File: config.mk
export PLATFORM = sky130hd
export DESIGN_NAME = quadrature_needle_position_servo
export DESIGN_NICKNAME = d
export VERILOG_FILES = /design/src/rtl/qnps_pkg.sv /design/src/rtl/quadrature_needle_position_servo.sv /design/src/rtl/qnps_ctrl.sv /design/src/rtl/qnps_datapath.sv
export SDC_FILE = /design/constraint.sdc
export NUM_CORES = 2
export LEC_CHECK = 0
export ABC_AREA = 0
export BUFFER_PORTS_ARGS = -buffer_cell sky130_fd_sc_hd__buf_4
export CORE_ASPECT_RATIO = 1.75
export CORE_MARGIN = 5
export CORE_UTILIZATION = 65
export DETAILED_ROUTE_END_ITERATION = 12
export GPL_TIMING_DRIVEN = 0
export PLACE_DENSITY = 0.82
export SLEW_MARGIN = 20
export SYNTH_ARGS = -nofsm -noshare
export SYNTH_HDL_FRONTEND = slang
export SYNTH_SLANG_ARGS = --single-unit
File: constraint.sdc
create_clock -name i_clk -period 10.3 [get_ports i_clk]
set_input_delay 2.06 -clock i_clk [delete_from_list [all_inputs] [get_ports i_clk]]
set_output_delay 2.06 -clock i_clk [all_outputs]
set_load 0.02 [all_outputs]
File: src/rtl/qnps_pkg.sv
// Shared types, constants and lookup functions for the quadrature needle position servo.
// No dependencies; every other file in rtl/ imports this package.
package qnps_pkg;

    // Position counter width and the exact-error width derived from it
    localparam int CNT_W = 32;
    localparam int ERR_W = CNT_W + 2;

    // Fixed servo constants
    localparam int NEEDLE_ZERO = 32767;
    localparam int RATE_FULL   = 6000;
    localparam int STOP_TOL    = 5;
    localparam int WIN_MIN     = 5;

    // Shared divider: 24-bit dividend, divisor 1, 105, 500, 1000 or 2000,
    // quotient by one reciprocal multiplication
    localparam int DIV_NW    = 24;
    localparam int DIV_DW    = 11;
    localparam int DIV_STEPS = 1;
    localparam int DIV_CW    = $clog2(DIV_STEPS + 1);

    // Reciprocals: x/105 = (x * RECIP_105) >> 30 and x/125 = (x * RECIP_125) >> 27,
    // exact for any 24-bit x; 500, 1000 and 2000 pre-shift x by 2, 3 and 4
    localparam int RECIP_W      = 48;
    localparam int RECIP_105    = 10226113;
    localparam int RECIP_105_SH = 30;
    localparam int RECIP_125    = 1073742;
    localparam int RECIP_125_SH = 27;

    // Configuration register indexes
    typedef enum logic [2:0] {
        CFG_SERVO_ENABLE   = 3'd0,
        CFG_ENCODER_INVERT = 3'd1,
        CFG_UPPER_LIMIT    = 3'd2,
        CFG_LOWER_LIMIT    = 3'd3,
        CFG_HALF_RANGE     = 3'd4,
        CFG_FULL_LEVEL     = 3'd5,
        CFG_APPROACH_LEVEL = 3'd6
    } t_cfg_idx;

    localparam int CFG_DW = 16;

    // Action codes of an input item
    localparam logic ACT_TICK    = 1'b0;
    localparam logic ACT_COMMAND = 1'b1;

    // Input transaction payload
    typedef struct packed {
        logic        action;
        logic        enc_a;
        logic        enc_b;
        logic [15:0] needle;
    } t_in_item;

    // Output transaction payload
    typedef struct packed {
        logic [9:0]         drive_fwd;
        logic [9:0]         drive_rev;
        logic signed [31:0] position;
        logic signed [31:0] target;
    } t_out_item;

    // Controller states
    typedef enum logic [3:0] {
        ST_IDLE,
        ST_DECODE,
        ST_MUL_RATE,
        ST_RATE,
        ST_SEG,
        ST_MUL_LO,
        ST_DIV_LO,
        ST_MUL_HI,
        ST_DIV_HI,
        ST_MUL_INT,
        ST_DIV_INT,
        ST_GOAL,
        ST_CLAMP,
        ST_ERR,
        ST_LEVEL,
        ST_DONE
    } t_state;

    // Which product feeds the divider
    typedef enum logic [1:0] {
        MUL_NONE,
        MUL_LO,
        MUL_HI,
        MUL_INT
    } t_mul_sel;

    // Controller to datapath commands
    typedef struct packed {
        logic     load_in;
        logic     decode;
        logic     mul_rate;
        logic     rate;
        logic     seg;
        t_mul_sel mul_sel;
        logic     div_step;
        logic     cap_lo;
        logic     cap_hi;
        logic     goal;
        logic     clamp;
        logic     err;
        logic     level;
        logic     out_load;
    } t_dp_cmd;

    // Datapath to controller status
    typedef struct packed {
        logic enable;
        logic div_done;
        logic out_free;
    } t_dp_sts;

    // Quadrature transition table, index {old_ab, new_ab}, two's complement step
    function automatic logic [1:0] step_of(input logic [3:0] idx);
        logic [1:0] s;
        case (idx)
            4'd1, 4'd7, 4'd8, 4'd14: s = 2'b11;
            4'd2, 4'd4, 4'd11, 4'd13: s = 2'b01;
            default: s = 2'b00;
        endcase
        return s;
    endfunction

    // Breakpoint rates of the needle curve
    function automatic logic [12:0] brk_rate(input logic [3:0] i);
        logic [12:0] r;
        case (i)
            4'd0: r = 13'd0;
            4'd1: r = 13'd500;
            4'd2: r = 13'd1000;
            4'd3: r = 13'd1500;
            4'd4: r = 13'd2000;
            4'd5: r = 13'd2500;
            4'd6: r = 13'd3000;
            4'd7: r = 13'd4000;
            default: r = 13'd6000;
        endcase
        return r;
    endfunction

    // Breakpoint fraction numerators (of half range)
    function automatic logic [6:0] brk_num(input logic [3:0] i);
        logic [6:0] n;
        case (i)
            4'd0: n = 7'd0;
            4'd1: n = 7'd13;
            4'd2: n = 7'd26;
            4'd3: n = 7'd39;
            4'd4: n = 7'd53;
            4'd5: n = 7'd59;
            4'd6: n = 7'd66;
            4'd7: n = 7'd79;
            default: n = 7'd1;
        endcase
        return n;
    endfunction

    // Breakpoint fraction denominators
    function automatic logic [6:0] brk_den(input logic [3:0] i);
        logic [6:0] d;
        case (i)
            4'd0: d = 7'd1;
            4'd8: d = 7'd1;
            default: d = 7'd105;
        endcase
        return d;
    endfunction

    // Segment of the curve: first one whose upper breakpoint is at or above rate
    function automatic logic [2:0] seg_of(input logic [12:0] rate);
        logic [2:0] s;
        s = 3'd7;
        for (int i = 6; i >= 0; i--) begin
            if (rate <= brk_rate(4'(i + 1))) begin
                s = 3'(i);
            end
        end
        return s;
    endfunction

endpackage

File: src/rtl/quadrature_needle_position_servo.sv
// Top level of the quadrature needle position servo.
// Depends on qnps_pkg, qnps_ctrl and qnps_datapath.

// One item is worked at a time and every item yields one result transaction. A tick
// (encoder sample) runs through decode, clamp, error and level states to a loaded result;
// a needle command with the servo enabled first walks the needle curve, and a disabled
// command goes straight to clamp. The enabled command time is set by the needle curve:
// three products (segment base, segment top and the interpolation step) each pass through
// a shared reciprocal divider. The controller returns to idle after the result is loaded
// and accepts the next item there; a result still waiting on o_out_valid holds the next
// result in the last state.
// Configuration writes take effect at once and should be made while the block is idle.
module quadrature_needle_position_servo import qnps_pkg::*; (
    input  logic              i_clk,
    input  logic              i_rst_n,
    input  logic              i_in_valid,
    output logic              o_in_stall,
    input  t_in_item          i_in_data,
    output logic              o_out_valid,
    input  logic              i_out_stall,
    output t_out_item         o_out_data,
    input  logic              i_cfg_we,
    input  logic [2:0]        i_cfg_index,
    input  logic [CFG_DW-1:0] i_cfg_data
);

    t_dp_cmd w_cmd;
    t_dp_sts w_sts;

    // Sequencer
    qnps_ctrl u_ctrl (
        .i_clk       (i_clk),
        .i_rst_n     (i_rst_n),
        .i_in_valid  (i_in_valid),
        .i_in_action (i_in_data.action),
        .o_in_stall  (o_in_stall),
        .i_sts       (w_sts),
        .o_cmd       (w_cmd)
    );

    // Arithmetic and state
    qnps_datapath u_datapath (
        .i_clk       (i_clk),
        .i_rst_n     (i_rst_n),
        .i_cmd       (w_cmd),
        .o_sts       (w_sts),
        .i_in_data   (i_in_data),
        .i_cfg_we    (i_cfg_we),
        .i_cfg_index (i_cfg_index),
        .i_cfg_data  (i_cfg_data),
        .o_out_valid (o_out_valid),
        .i_out_stall (i_out_stall),
        .o_out_data  (o_out_data)
    );

    // An accepted transaction closes the input until its result is loaded
    a_busy_after_accept: assert property (@(posedge i_clk) disable iff (!i_rst_n)
        (i_in_valid && !o_in_stall) |=> o_in_stall)
        else $error("input accepted twice in a row");

    // The motor is never driven in both directions at once
    a_one_direction: assert property (@(posedge i_clk) disable iff (!i_rst_n)
        o_out_valid |-> (o_out_data.drive_fwd == 10'd0 || o_out_data.drive_rev == 10'd0))
        else $error("both drive outputs active");

    // No result survives a reset
    a_reset_clears_out: assert property (@(posedge i_clk)
        !i_rst_n |=> !o_out_valid)
        else $error("result valid after reset");

endmodule

File: src/rtl/qnps_ctrl.sv
// Sequencing state machine of the needle position servo.
// Depends on qnps_pkg; drives the datapath through t_dp_cmd and reads t_dp_sts.
module qnps_ctrl import qnps_pkg::*; (
    input  logic    i_clk,
    input  logic    i_rst_n,
    input  logic    i_in_valid,
    input  logic    i_in_action,
    output logic    o_in_stall,
    input  t_dp_sts i_sts,
    output t_dp_cmd o_cmd
);

    t_state r_state;
    t_state n_state;

    // State register
    always_ff @(posedge i_clk) begin
        if (!i_rst_n) begin
            r_state <= ST_IDLE;
        end else begin
            r_state <= n_state;
        end
    end

    // Next state
    always_comb begin
        n_state = r_state;
        case (r_state)
            ST_IDLE: begin
                if (i_in_valid) begin
                    if (i_in_action == ACT_TICK) begin
                        n_state = ST_DECODE;
                    end else if (i_sts.enable) begin
                        n_state = ST_MUL_RATE;
                    end else begin
                        n_state = ST_CLAMP;
                    end
                end
            end
            ST_DECODE:   n_state = ST_CLAMP;
            ST_MUL_RATE: n_state = ST_RATE;
            ST_RATE:     n_state = ST_SEG;
            ST_SEG:      n_state = ST_MUL_LO;
            ST_MUL_LO:   n_state = ST_DIV_LO;
            ST_DIV_LO: begin
                if (i_sts.div_done) begin
                    n_state = ST_MUL_HI;
                end
            end
            ST_MUL_HI:   n_state = ST_DIV_HI;
            ST_DIV_HI: begin
                if (i_sts.div_done) begin
                    n_state = ST_MUL_INT;
                end
            end
            ST_MUL_INT:  n_state = ST_DIV_INT;
            ST_DIV_INT: begin
                if (i_sts.div_done) begin
                    n_state = ST_GOAL;
                end
            end
            ST_GOAL:     n_state = ST_CLAMP;
            ST_CLAMP:    n_state = ST_ERR;
            ST_ERR:      n_state = ST_LEVEL;
            ST_LEVEL:    n_state = ST_DONE;
            ST_DONE: begin
                if (i_sts.out_free) begin
                    n_state = ST_IDLE;
                end
            end
            default:     n_state = ST_IDLE;
        endcase
    end

    // Command outputs
    always_comb begin
        o_cmd      = '0;
        o_cmd.mul_sel = MUL_NONE;
        o_in_stall = 1'b1;
        case (r_state)
            ST_IDLE: begin
                o_in_stall    = 1'b0;
                o_cmd.load_in = i_in_valid;
            end
            ST_DECODE:   o_cmd.decode   = 1'b1;
            ST_MUL_RATE: o_cmd.mul_rate = 1'b1;
            ST_RATE:     o_cmd.rate     = 1'b1;
            ST_SEG:      o_cmd.seg      = 1'b1;
            ST_MUL_LO:   o_cmd.mul_sel  = MUL_LO;
            ST_DIV_LO: begin
                o_cmd.div_step = !i_sts.div_done;
                o_cmd.cap_lo   = i_sts.div_done;
            end
            ST_MUL_HI:   o_cmd.mul_sel  = MUL_HI;
            ST_DIV_HI: begin
                o_cmd.div_step = !i_sts.div_done;
                o_cmd.cap_hi   = i_sts.div_done;
            end
            ST_MUL_INT:  o_cmd.mul_sel  = MUL_INT;
            ST_DIV_INT:  o_cmd.div_step = !i_sts.div_done;
            ST_GOAL:     o_cmd.goal     = 1'b1;
            ST_CLAMP:    o_cmd.clamp    = 1'b1;
            ST_ERR:      o_cmd.err      = 1'b1;
            ST_LEVEL:    o_cmd.level    = 1'b1;
            ST_DONE:     o_cmd.out_load = i_sts.out_free;
            default:     o_in_stall     = 1'b1;
        endcase
    end

endmodule

File: src/rtl/qnps_datapath.sv
// Datapath of the needle position servo: config registers, decoder, position counter,
// needle curve arithmetic with a shared reciprocal divider, servo levels and output register.
// Depends on qnps_pkg; sequenced by qnps_ctrl.
module qnps_datapath import qnps_pkg::*; (
    input  logic                    i_clk,
    input  logic                    i_rst_n,
    input  t_dp_cmd                 i_cmd,
    output t_dp_sts                 o_sts,
    input  t_in_item                i_in_data,
    input  logic                    i_cfg_we,
    input  logic [2:0]              i_cfg_index,
    input  logic [CFG_DW-1:0]       i_cfg_data,
    output logic                    o_out_valid,
    input  logic                    i_out_stall,
    output t_out_item               o_out_data
);

    // Configuration
    logic               r_enable;
    logic               r_invert;
    logic signed [15:0] r_upper;
    logic signed [15:0] r_lower;
    logic [14:0]        r_half;
    logic [9:0]         r_full;
    logic [9:0]         r_appr;

    // Servo state
    t_in_item           r_item;
    logic [1:0]         r_prev_ab;
    logic [CNT_W-1:0]   r_count;
    logic signed [15:0] r_goal;
    logic [9:0]         r_lvl_fwd;
    logic [9:0]         r_lvl_rev;

    // Needle curve working registers
    logic               r_neg;
    logic [27:0]        r_prod;
    logic [12:0]        r_rate;
    logic [2:0]         r_seg;
    logic [10:0]        r_dv;
    logic [15:0]        r_lo;
    logic [15:0]        r_hi;
    logic [ERR_W-1:0]   r_err;

    // Divider
    logic [DIV_DW-1:0]  r_div_d;
    logic [DIV_NW-1:0]  r_div_q;
    logic [DIV_CW-1:0]  r_div_cnt;

    // Output register
    logic               r_out_valid;
    t_out_item          r_out;

    // Next values
    logic [1:0]         n_cur_ab;
    logic [1:0]         n_step;
    logic [CNT_W-1:0]   n_count;
    logic               n_neg;
    logic [15:0]        n_abs_raw;
    logic [12:0]        n_q0;
    logic [15:0]        n_rem0;
    logic [12:0]        n_rate;
    logic [2:0]         n_seg;
    logic [3:0]         n_seg_lo;
    logic [3:0]         n_seg_hi;
    logic [DIV_NW-1:0]  n_dividend;
    logic [DIV_DW-1:0]  n_divisor;
    logic [RECIP_W-1:0] n_recip;
    logic [DIV_NW-1:0]  n_div_q;
    logic [15:0]        n_pos;
    logic signed [15:0] n_clamped;
    logic [ERR_W-1:0]   n_mag;
    logic [12:0]        n_win;
    logic [9:0]         n_lvl;
    logic               n_fwd;

    // Configuration writes
    always_ff @(posedge i_clk) begin
        if (!i_rst_n) begin
            r_enable <= 1'b0;
            r_invert <= 1'b0;
            r_upper  <= '0;
            r_lower  <= '0;
            r_half   <= '0;
            r_full   <= 10'd1000;
            r_appr   <= 10'd550;
        end else if (i_cfg_we) begin
            case (t_cfg_idx'(i_cfg_index))
                CFG_SERVO_ENABLE:   r_enable <= i_cfg_data[0];
                CFG_ENCODER_INVERT: r_invert <= i_cfg_data[0];
                CFG_UPPER_LIMIT:    r_upper  <= signed'(i_cfg_data[15:0]);
                CFG_LOWER_LIMIT:    r_lower  <= signed'(i_cfg_data[15:0]);
                CFG_HALF_RANGE:     r_half   <= i_cfg_data[14:0];
                CFG_FULL_LEVEL:     r_full   <= i_cfg_data[9:0];
                CFG_APPROACH_LEVEL: r_appr   <= i_cfg_data[9:0];
                default: ;
            endcase
        end
    end

    // Quadrature decode; step negated when inverted
    always_comb begin
        n_cur_ab = {r_item.enc_a, r_item.enc_b};
        n_step   = step_of({r_prev_ab, n_cur_ab});
        if (r_invert) begin
            n_step = 2'(-n_step);
        end
        n_count  = r_count + {{(CNT_W-2){n_step[1]}}, n_step};
    end

    // Needle offset magnitude and rate (divide by 32767 via shift and one correction)
    always_comb begin
        n_neg     = (r_item.needle < 16'(NEEDLE_ZERO));
        n_abs_raw = n_neg ? 16'(NEEDLE_ZERO) - r_item.needle
                          : r_item.needle - 16'(NEEDLE_ZERO);
        n_q0      = r_prod[27:15];
        n_rem0    = 16'(r_prod[14:0]) + 16'(n_q0);
        n_rate    = n_q0 + 13'(n_rem0 >= 16'(NEEDLE_ZERO));
        n_seg     = seg_of(r_rate);
        n_seg_lo  = {1'b0, r_seg};
        n_seg_hi  = 4'(n_seg_lo + 4'd1);
    end

    // Divider operand selection; each product lands in the divider register
    always_comb begin
        case (i_cmd.mul_sel)
            MUL_LO: begin
                n_dividend = DIV_NW'(brk_num(n_seg_lo)) * DIV_NW'(r_half);
                n_divisor  = DIV_DW'(brk_den(n_seg_lo));
            end
            MUL_HI: begin
                n_dividend = DIV_NW'(brk_num(n_seg_hi)) * DIV_NW'(r_half);
                n_divisor  = DIV_DW'(brk_den(n_seg_hi));
            end
            MUL_INT: begin
                // dv * (hi - lo) stays below 2^24 over the whole curve
                n_dividend = DIV_NW'(r_dv) * DIV_NW'(r_hi - r_lo);
                n_divisor  = DIV_DW'(brk_rate(n_seg_hi) - brk_rate(n_seg_lo));
            end
            default: begin
                n_dividend = r_div_q;
                n_divisor  = r_div_d;
            end
        endcase
    end

    // Quotient by reciprocal multiplication; any other divisor is one
    always_comb begin
        n_recip = '0;
        n_div_q = r_div_q;
        case (r_div_d)
            DIV_DW'(105): begin
                n_recip = RECIP_W'(r_div_q) * RECIP_W'(RECIP_105);
                n_div_q = DIV_NW'(n_recip >> RECIP_105_SH);
            end
            DIV_DW'(500): begin
                n_recip = RECIP_W'(r_div_q[DIV_NW-1:2]) * RECIP_W'(RECIP_125);
                n_div_q = DIV_NW'(n_recip >> RECIP_125_SH);
            end
            DIV_DW'(1000): begin
                n_recip = RECIP_W'(r_div_q[DIV_NW-1:3]) * RECIP_W'(RECIP_125);
                n_div_q = DIV_NW'(n_recip >> RECIP_125_SH);
            end
            DIV_DW'(2000): begin
                n_recip = RECIP_W'(r_div_q[DIV_NW-1:4]) * RECIP_W'(RECIP_125);
                n_div_q = DIV_NW'(n_recip >> RECIP_125_SH);
            end
            default: ;
        endcase
    end

    // Goal from segment base plus interpolation, clamp and servo level
    always_comb begin
        n_pos     = r_lo + r_div_q[15:0];
        n_clamped = r_goal;
        if (n_clamped > r_upper) begin
            n_clamped = r_upper;
        end
        if (n_clamped < r_lower) begin
            n_clamped = r_lower;
        end
        n_mag = r_err[ERR_W-1] ? ERR_W'(-r_err) : r_err;
        n_win = (r_half[14:2] < 13'(WIN_MIN)) ? 13'(WIN_MIN) : r_half[14:2];
        n_lvl = (n_mag <= ERR_W'(n_win)) ? r_appr : r_full;
        n_fwd = !r_err[ERR_W-1] ^ r_invert;
    end

    // Item and servo state
    always_ff @(posedge i_clk) begin
        if (!i_rst_n) begin
            r_prev_ab <= '0;
            r_count   <= '0;
            r_goal    <= '0;
            r_lvl_fwd <= '0;
            r_lvl_rev <= '0;
        end else begin
            if (i_cmd.decode) begin
                r_count   <= n_count;
                r_prev_ab <= n_cur_ab;
            end
            if (i_cmd.goal) begin
                r_goal <= r_neg ? signed'(16'(-n_pos)) : signed'(n_pos);
            end
            if (i_cmd.clamp && r_enable) begin
                r_goal <= n_clamped;
            end
            if (i_cmd.level) begin
                r_lvl_fwd <= '0;
                r_lvl_rev <= '0;
                if (r_enable && (n_mag > ERR_W'(STOP_TOL))) begin
                    if (n_fwd) begin
                        r_lvl_fwd <= n_lvl;
                    end else begin
                        r_lvl_rev <= n_lvl;
                    end
                end
            end
        end
    end

    // Working registers of the needle curve
    always_ff @(posedge i_clk) begin
        if (i_cmd.load_in) begin
            r_item <= i_in_data;
        end
        if (i_cmd.mul_rate) begin
            r_neg  <= n_neg;
            r_prod <= 28'(n_abs_raw) * 28'(RATE_FULL);
        end
        if (i_cmd.rate) begin
            r_rate <= n_rate;
        end
        if (i_cmd.seg) begin
            r_seg <= n_seg;
            r_dv  <= 11'(r_rate - brk_rate({1'b0, n_seg}));
        end
        if (i_cmd.cap_lo) begin
            r_lo <= r_div_q[15:0];
        end
        if (i_cmd.cap_hi) begin
            r_hi <= r_div_q[15:0];
        end
        if (i_cmd.err) begin
            r_err <= ERR_W'(r_goal) - ERR_W'($signed(r_count));
        end
    end

    // Divider registers
    always_ff @(posedge i_clk) begin
        if (!i_rst_n) begin
            r_div_cnt <= '0;
        end else if (i_cmd.mul_sel != MUL_NONE) begin
            r_div_cnt <= '0;
        end else if (i_cmd.div_step) begin
            r_div_cnt <= DIV_CW'(r_div_cnt + 1'b1);
        end
    end

    always_ff @(posedge i_clk) begin
        if (i_cmd.mul_sel != MUL_NONE) begin
            r_div_q <= n_dividend;
            r_div_d <= n_divisor;
        end else if (i_cmd.div_step) begin
            r_div_q <= n_div_q;
        end
    end

    // Output register
    always_ff @(posedge i_clk) begin
        if (!i_rst_n) begin
            r_out_valid <= 1'b0;
        end else if (i_cmd.out_load) begin
            r_out_valid <= 1'b1;
        end else if (!i_out_stall) begin
            r_out_valid <= 1'b0;
        end
    end

    always_ff @(posedge i_clk) begin
        if (i_cmd.out_load) begin
            r_out.drive_fwd <= r_lvl_fwd;
            r_out.drive_rev <= r_lvl_rev;
            r_out.position  <= 32'($signed(r_count));
            r_out.target    <= 32'(r_goal);
        end
    end

    assign o_out_valid    = r_out_valid;
    assign o_out_data     = r_out;
    assign o_sts.enable   = r_enable;
    assign o_sts.div_done = (r_div_cnt == DIV_CW'(DIV_STEPS));
    assign o_sts.out_free = !r_out_valid || !i_out_stall;

endmodule
* Word level (Yosys, flattened, before mapping) *
Memory sizes are Yosys's and may differ from the RTL's. A register that Yosys moved wholly into a read port is not among the register bits.
Index checks and enable logic that the tools add are counted.

storage, ports and cells
  word-level logic and storage cells = 205
  flip-flop bits (word level) = 384
  bits in read-only memories = 384
  memories kept = 6
  output and inout port bits = 86
  bits of input ports = 43

memory list
  memory           depth  bits a word  rd ports  clocked after Yosys merged registers in  wr ports  line             source
  (no name shown)  8      10           1         0                                        0         qnps_pkg.sv:130  case (i)
  (no name shown)  8      10           1         0                                        0         qnps_pkg.sv:130
  (no name shown)  8      10           1         1                                        0         qnps_pkg.sv:130
  (no name shown)  8      7            1         1                                        0         qnps_pkg.sv:147  case (i)
  (no name shown)  8      7            1         0                                        0         qnps_pkg.sv:147
  (no name shown)  16     2            1         0                                        0         qnps_pkg.sv:119  case (idx)

operators by class
  $lt $le $gt $ge = 14
  $mul = 8
  mux-type cells = 62
  add/subtract/negate cells = 15
  reductions and logical operators = 30
  bitwise gates (word level) = 2
  equality and inequality tests = 36

operator list
  cell                                                              number
  two-way mux 16 bit                                                6
  one-hot mux 24 bit (4 select lines)                               1
  one-hot mux 24 bit (3 select lines)                               1
  one-hot mux 4 bit (15 select lines)                               1
  two-way mux 10 bit                                                5
  multiplier 24 x 24 -> 48 bit, second input constant               1
  two-way mux 24 bit                                                2
  multiplier 7 x 15 -> 22 bit                                       2
  two-way mux 11 bit                                                4
  multiplier 22 x 20 -> 42 bit, second input constant               1
  multiplier 21 x 20 -> 41 bit, second input constant               1
  multiplier 20 x 20 -> 40 bit, second input constant               1
  less-or-equal comparator 13 x 12 -> 1 bit, second input constant  3
  equality test 4 bit, second input constant                        9
  two-way mux 7 bit                                                 5
  greater-than comparator 34 x 3 -> 1 bit, second input constant    1
  less-or-equal comparator 34 x 13 -> 1 bit                         1
  two-way mux 34 bit                                                1
  negation 34 bit                                                   1
  one-hot mux 11 bit (3 select lines)                               1
  subtractor 16 x 32 -> 33 bit                                      1
  adder 32 bit                                                      1
  two-way mux 4 bit                                                 7
  less-or-equal comparator 13 x 11 -> 1 bit, second input constant  2
  55 further kinds                                                  108

* Depth between registers and ports, before layout *
An unclocked memory read counts as a cell.

  depth after elaboration = 11
  mapped depth = 32

* Cells and area by module *
Synthesis repeated with hierarchy kept, for this count alone.

unflattened totals
  cells, all modules = 5,856
  area, all modules = 54,554.8 um^2

modules (own cells, without submodules)
  module         area each (um^2)  times used  sequential area each (um^2)  cells each
  qnps_datapath  54,071.9          1           10,239.8                     5,785
  qnps_ctrl      483.0             1           80.1                         71

* Least setup slack after synthesis *
Ideal clock, no wire load.

  path type = register -> register
  start = register u_datapath.r_lo[1]
  end = register u_datapath.r_div_q[23] (data pin)
  required time = 10,035 ps
  data arrival time = 6,749 ps
  buffers on the path = 1
  setup slack = 3,286 ps
  stages on the path, launching flop included = 31
  cells stage by stage = edfxtp_1 inv_1 ha_1 nor2b_1 o31a_1 o21a_1 nor2_1 o21bai_1 a21oi_1 xnor2_1 clkbuf_1 nand2_1 fa_1 fa_1 fa_1 inv_1 fa_1 inv_1 fa_1 inv_1 ha_1 or3_1 o22a_1 a211oi_1 o211ai_1 o21ai_0 nand2b_1 a21oi_1 o21ai_0 xor2_1 nor2_1

on the way
  cells in the longest elaborated chain, start to end = 4

ends and longest elaborated chain
  what                                 line                  source
  from (decl)                          qnps_datapath.sv:41   logic [15:0] r_lo;
  from (signal assigned)               qnps_datapath.sv:238  r_lo <= r_div_q[15:0];
  subtractor 16 x 16 -> 17 bit         qnps_datapath.sv:137  n_dividend = DIV_NW'(r_dv) * DIV_NW'(r_hi - r_lo);
  multiplier 11 x 24 -> 24 bit         qnps_datapath.sv:137
  one-hot mux 24 bit (3 select lines)  qnps_datapath.sv:126  case (i_cmd.mul_sel)
  two-way mux 24 bit                   qnps_datapath.sv:260  if (i_cmd.mul_sel != MUL_NONE) begin
  to (signal assigned)                 qnps_datapath.sv:261  r_div_q <= n_dividend;
  to (signal assigned)                 qnps_datapath.sv:264  r_div_q <= n_div_q;
  to (decl)                            qnps_datapath.sv:47   logic [DIV_NW-1:0] r_div_q;

No other way between the ends.
A chain may end at the register's enable or synchronous reset.

* Worst setup path in the final report *
  start = register u_datapath.r_div_q[9]
  end = register u_datapath.r_div_q[10] (data pin)

on the way
  cells in the longest elaborated chain, start to end = 4
  elaborated cells on any way between the ends = 7
  classes of those cells = 4 x mul; 3 x mux

ends and longest elaborated chain
  what                                                        line                  source
  multiplier 24 x 24 -> 48 bit, or another cell as far along  qnps_datapath.sv:153  n_recip = RECIP_W'(r_div_q) * RECIP_W'(RECIP_105);
  one-hot mux 24 bit (4 select lines) (*)                     qnps_datapath.sv:151  case (r_div_d)
  two-way mux 24 bit (*)                                      qnps_datapath.sv:263  end else if (i_cmd.div_step) begin
  two-way mux 24 bit (*)                                      qnps_datapath.sv:260

Every way passes the cells marked *; elsewhere a longest branch is shown, timed or not. The select of a mux whose other input is x is not followed.

==> results by group <==
Status
  – Status: finished clean

Timing
  – Fin crit period: 9.046 ns
  – RSZ-0062 raised after global routing: no
  – Max Freq: roughly 110 MHz
  – Slew HR: around 15%
  – Final Hold Fails: 0
  – Final setup vio count: 0
  – Final-report max-slew violation count: 0
  – Worst Skew: between 0.015 and 0.02 ns
  – Worst-Margin Slew: 1.268 ns
  – Final TNS setup: 0 ns
  – Period utilisation layout: 87.83%
  – Worst hold slack: about 0.44 ns

Finish
  – Ant diodes: 0
  – Fin nets: 7530
  – FILL cells: 6296
  – Synth-to-Final Area Change: 7.248%
  – Layout cell share with drive strength beyond 1: 4.910%
  – Commonest non-fill, non-tap cell in the layout: inv_1
  – Most frequent cells in the layout: 1047 x inv_1, 840 x ha_1, 626 x fa_1, 620 x nand2_1, 347 x a21oi_1

Worst setup path
  – Slowest cell delay on critical path: approximately 1.2 ns
  – Buf/Inv on CP: 4
  – RR Startpoint: u_datapath.r_div_q[9]
  – Most used cell, CP: fa_1
  – Setup crit start kind: flip-flop
  – Worst-path maximum fanout: 15
  – Worst Reg-to-Reg Cells: 24
  – Crit path cell chain: ha_1, ha_1, inv_1, fa_1, fa_1, fa_1, inv_1, fa_1, inv_1, fa_1, inv_1, ha_1, a211o_1, nor2_1, o21ai_0, a221o_1, a41oi_1, o21ai_0, a21oi_1, o21ai_0, nand2_1, o21ai_0, a211oi_1, a31oi_1
  – RR Endpoint: u_datapath.r_div_q[10]
  – Critical path arrival: between 9 and 10 ns
  – CP delay by family, top: adder cells
  – Slowest CP cell: edfxtp_1
  – CP Capture Type: flip-flop
  – Crit Path Class: reg -> reg
  – Crit path depth: 24
  – Register-to-register setup slack: 1.25 ns
  – Critical Path RT: 10.59 ns

Die
  – Die height: 391.0 um
  – IO Pins: 129
  – Cell Rows: 139
  – Initial Util: 65.54%
  – Core region area: 82260 um^2
  – Die ar.: 89030 um^2
  – Chip Width: about 230 um

Drt
  – DR vias: 42830
  – Drt drc: 0
  – DR WL/cell: 22.06 um
  – Vias per inst: roughly 6.0
  – Drt first pass iters: 6
  – DRT iter0 DRCs: 2403
  – Antenna-violating nets left: 0
  – Final wirelength: about 160000 um

Synth
  – Mean Syn Cell Area: 9.249 um^2
  – Seq cells post-synth: 397
  – Syn. warnings: 0
  – Synth Instances: between 5000 and 6000
  – Top cell type's share of synthesized area: 23.25%
  – Leading area contributor after synthesis: fa_1
  – Async S/R FF share, synth: 0%
  – Post-synth EDFFs: between 200 and 250
  – Post-synth top flop: edfxtp_1
  – Syn_nets: 7338
  – Seq/Total Area, Yosys: a little under a fifth
  – Cell variety after synth: 94
  – Netlist Area Pre-Place: approximately 54000 um^2
  – Synth top area cells: fa_1 23%, ha_1 19%, edfxtp_1 13%, inv_1 7.3%, dfxtp_1 5.9%

Flow run
  – Max_cap viols: 0

Global route
  – Initial antenna violation count: 0
  – First-pass GRT wire length: approximately 240000 um
  – Vias in the first global route: 45700
  – Grt total ovfl: 0
  – Pin count of the biggest net entering global routing: 32
  – GRT Total Usage: 34.92%

Clock network
  – CTS tree: yes
  – Worst-Skew Late Latency: 0.58 ns
  – CTS Sinks: 397
  – CTS buffer count: 36
  – Setup repair bufs after CTS: 0
  – Post-cts sizing count: 0
  – CTS clk-pin slew, worst paths: 0.07 ns
  – Count of hold-fix buffers inserted at cts: 0
  – CTS root buf: clkbuf_16
  – CTS Buffer Depth: 3
  – H-tree levels: 2

Min path
  – Hold EP: u_datapath.o_out_data[78]
  – Worst Min Path Start: u_datapath.r_lvl_fwd[4]
  – Worst Hold Class: reg -> reg
  – Hold path cells: 0

Placement
  – Gp weighted congestion: around 1.0
  – DP Wirelength: 131800 um
  – I/O Buffers: 127
final cells by class:
cell class	count	area, um^2	share of cell area [%]
Buffer	163	695.7	1.203
Clock buffer	44	960.9	1.662
Clock inverter	22	216.5	0.3744
Inverter	1049	3938	6.810
Multi-Input combinational cell	4220	39050	67.53
Sequential cell	397	10320	17.85
Tap cell	1057	1323	2.287
Timing Repair Buffer	154	1319	2.281
cells in the mapped netlist (all sizes together), types with 28 or more instances:
cell type	instances
edfxtp	237
and3	36
o21ai	235
ha	840
inv	1048
nand4	36
xnor2	177
fa	626
a21o	110
nand3	94
nor2b	57
a31oi	28
nor3	61
xor2	101
nor2	235
dfxtp	160
clkbuf	139
and2	135
mux2i	28
nand2	621
a21oi	348
o21a	40
nand2b	57
a211oi	31
worst register-to-register path, stage by stage, from the launching register on:
cell and delay (ns):
edfxtp_1 1.16, ha_1 0.41, ha_1 0.20, inv_1 0.36, fa_1 0.51, fa_1 0.53
fa_1 0.57, inv_1 0.06, fa_1 0.54, inv_1 0.05, fa_1 0.49, inv_1 0.05
ha_1 0.21, a211o_1 0.35, nor2_1 0.12, o21ai_0 0.09, a221o_1 0.27, a41oi_1 0.34
o21ai_0 0.29, a21oi_1 0.42, o21ai_0 0.42, nand2_1 0.14, o21ai_0 0.10, a211oi_1 0.91
a31oi_1 0.19
logic make-up (layout without fill, tap and decap cells):
family	Yosys count	in the layout	synth area share, %
xor+xnor	279	279	4.558
simple gates	1422	1422	12.43
buf+inv	1212	1432	8.594
flops	397	397	19.14
compound gates	1006	1006	11.60
fa+ha+maj	1467	1467	42.76
mux	46	46	0.9167
worst max path at each step:
stage	startpoint	end	slack, ns
2_1_floorplan	u_datapath.r_lo[1]	u_datapath.r_div_q[23]	3.29
3_3_place_gp	u_datapath.r_div_q[10]	u_datapath.r_div_q[12]	0.75
3_5_place_dp	u_datapath.r_div_q[8]	u_datapath.r_div_q[12]	1.52
4_1_cts	u_datapath.r_div_q[8]	u_datapath.r_div_q[12]	1.48
5_1_grt	u_datapath.r_seg[0]	u_datapath.r_div_q[20]	1.22
6_report	u_datapath.r_div_q[9]	u_datapath.r_div_q[10]	1.25
per-stage QoR:
step | setup slack, ns | cell area (um^2) | cells | utilization [%]
floorplan | 3.286 | 53910 | 5829 | -
global placement | 0.7480 | 56190 | 7013 | 68.30
detailed placement | 1.519 | 56600 | 7038 | 68.80
CTS | 1.483 | 57780 | 7104 | 70.23
global route | 1.219 | 57820 | 7106 | 70.29
finish | 1.254 | 57820 | 7106 | 70.29
per-layer routing:
layer | vias to the layer above | GRT usage, % | routed length, um
met1 | 20750 | 31.32 | 46950
met3 | 816 | 4.077 | 7383
li1 | 19650 | - | -
met2 | 1609 | 65.06 | 81130
met4 | 0 | 36.42 | 21280
met5 | - | 0 | 0
sequential cells by signal, summed over array words and instances, names as in the netlist, 24 cells and up, named ones only:
name,count
u_datapath.o_out_data,68
u_datapath.r_count,32
u_datapath.r_div_q,24
u_datapath.r_err,33
u_datapath.r_prod,24
Power is left out: the tool's default activity adds up to more than one toggle a clock period on the data nets, which glitch-free logic cannot reach.
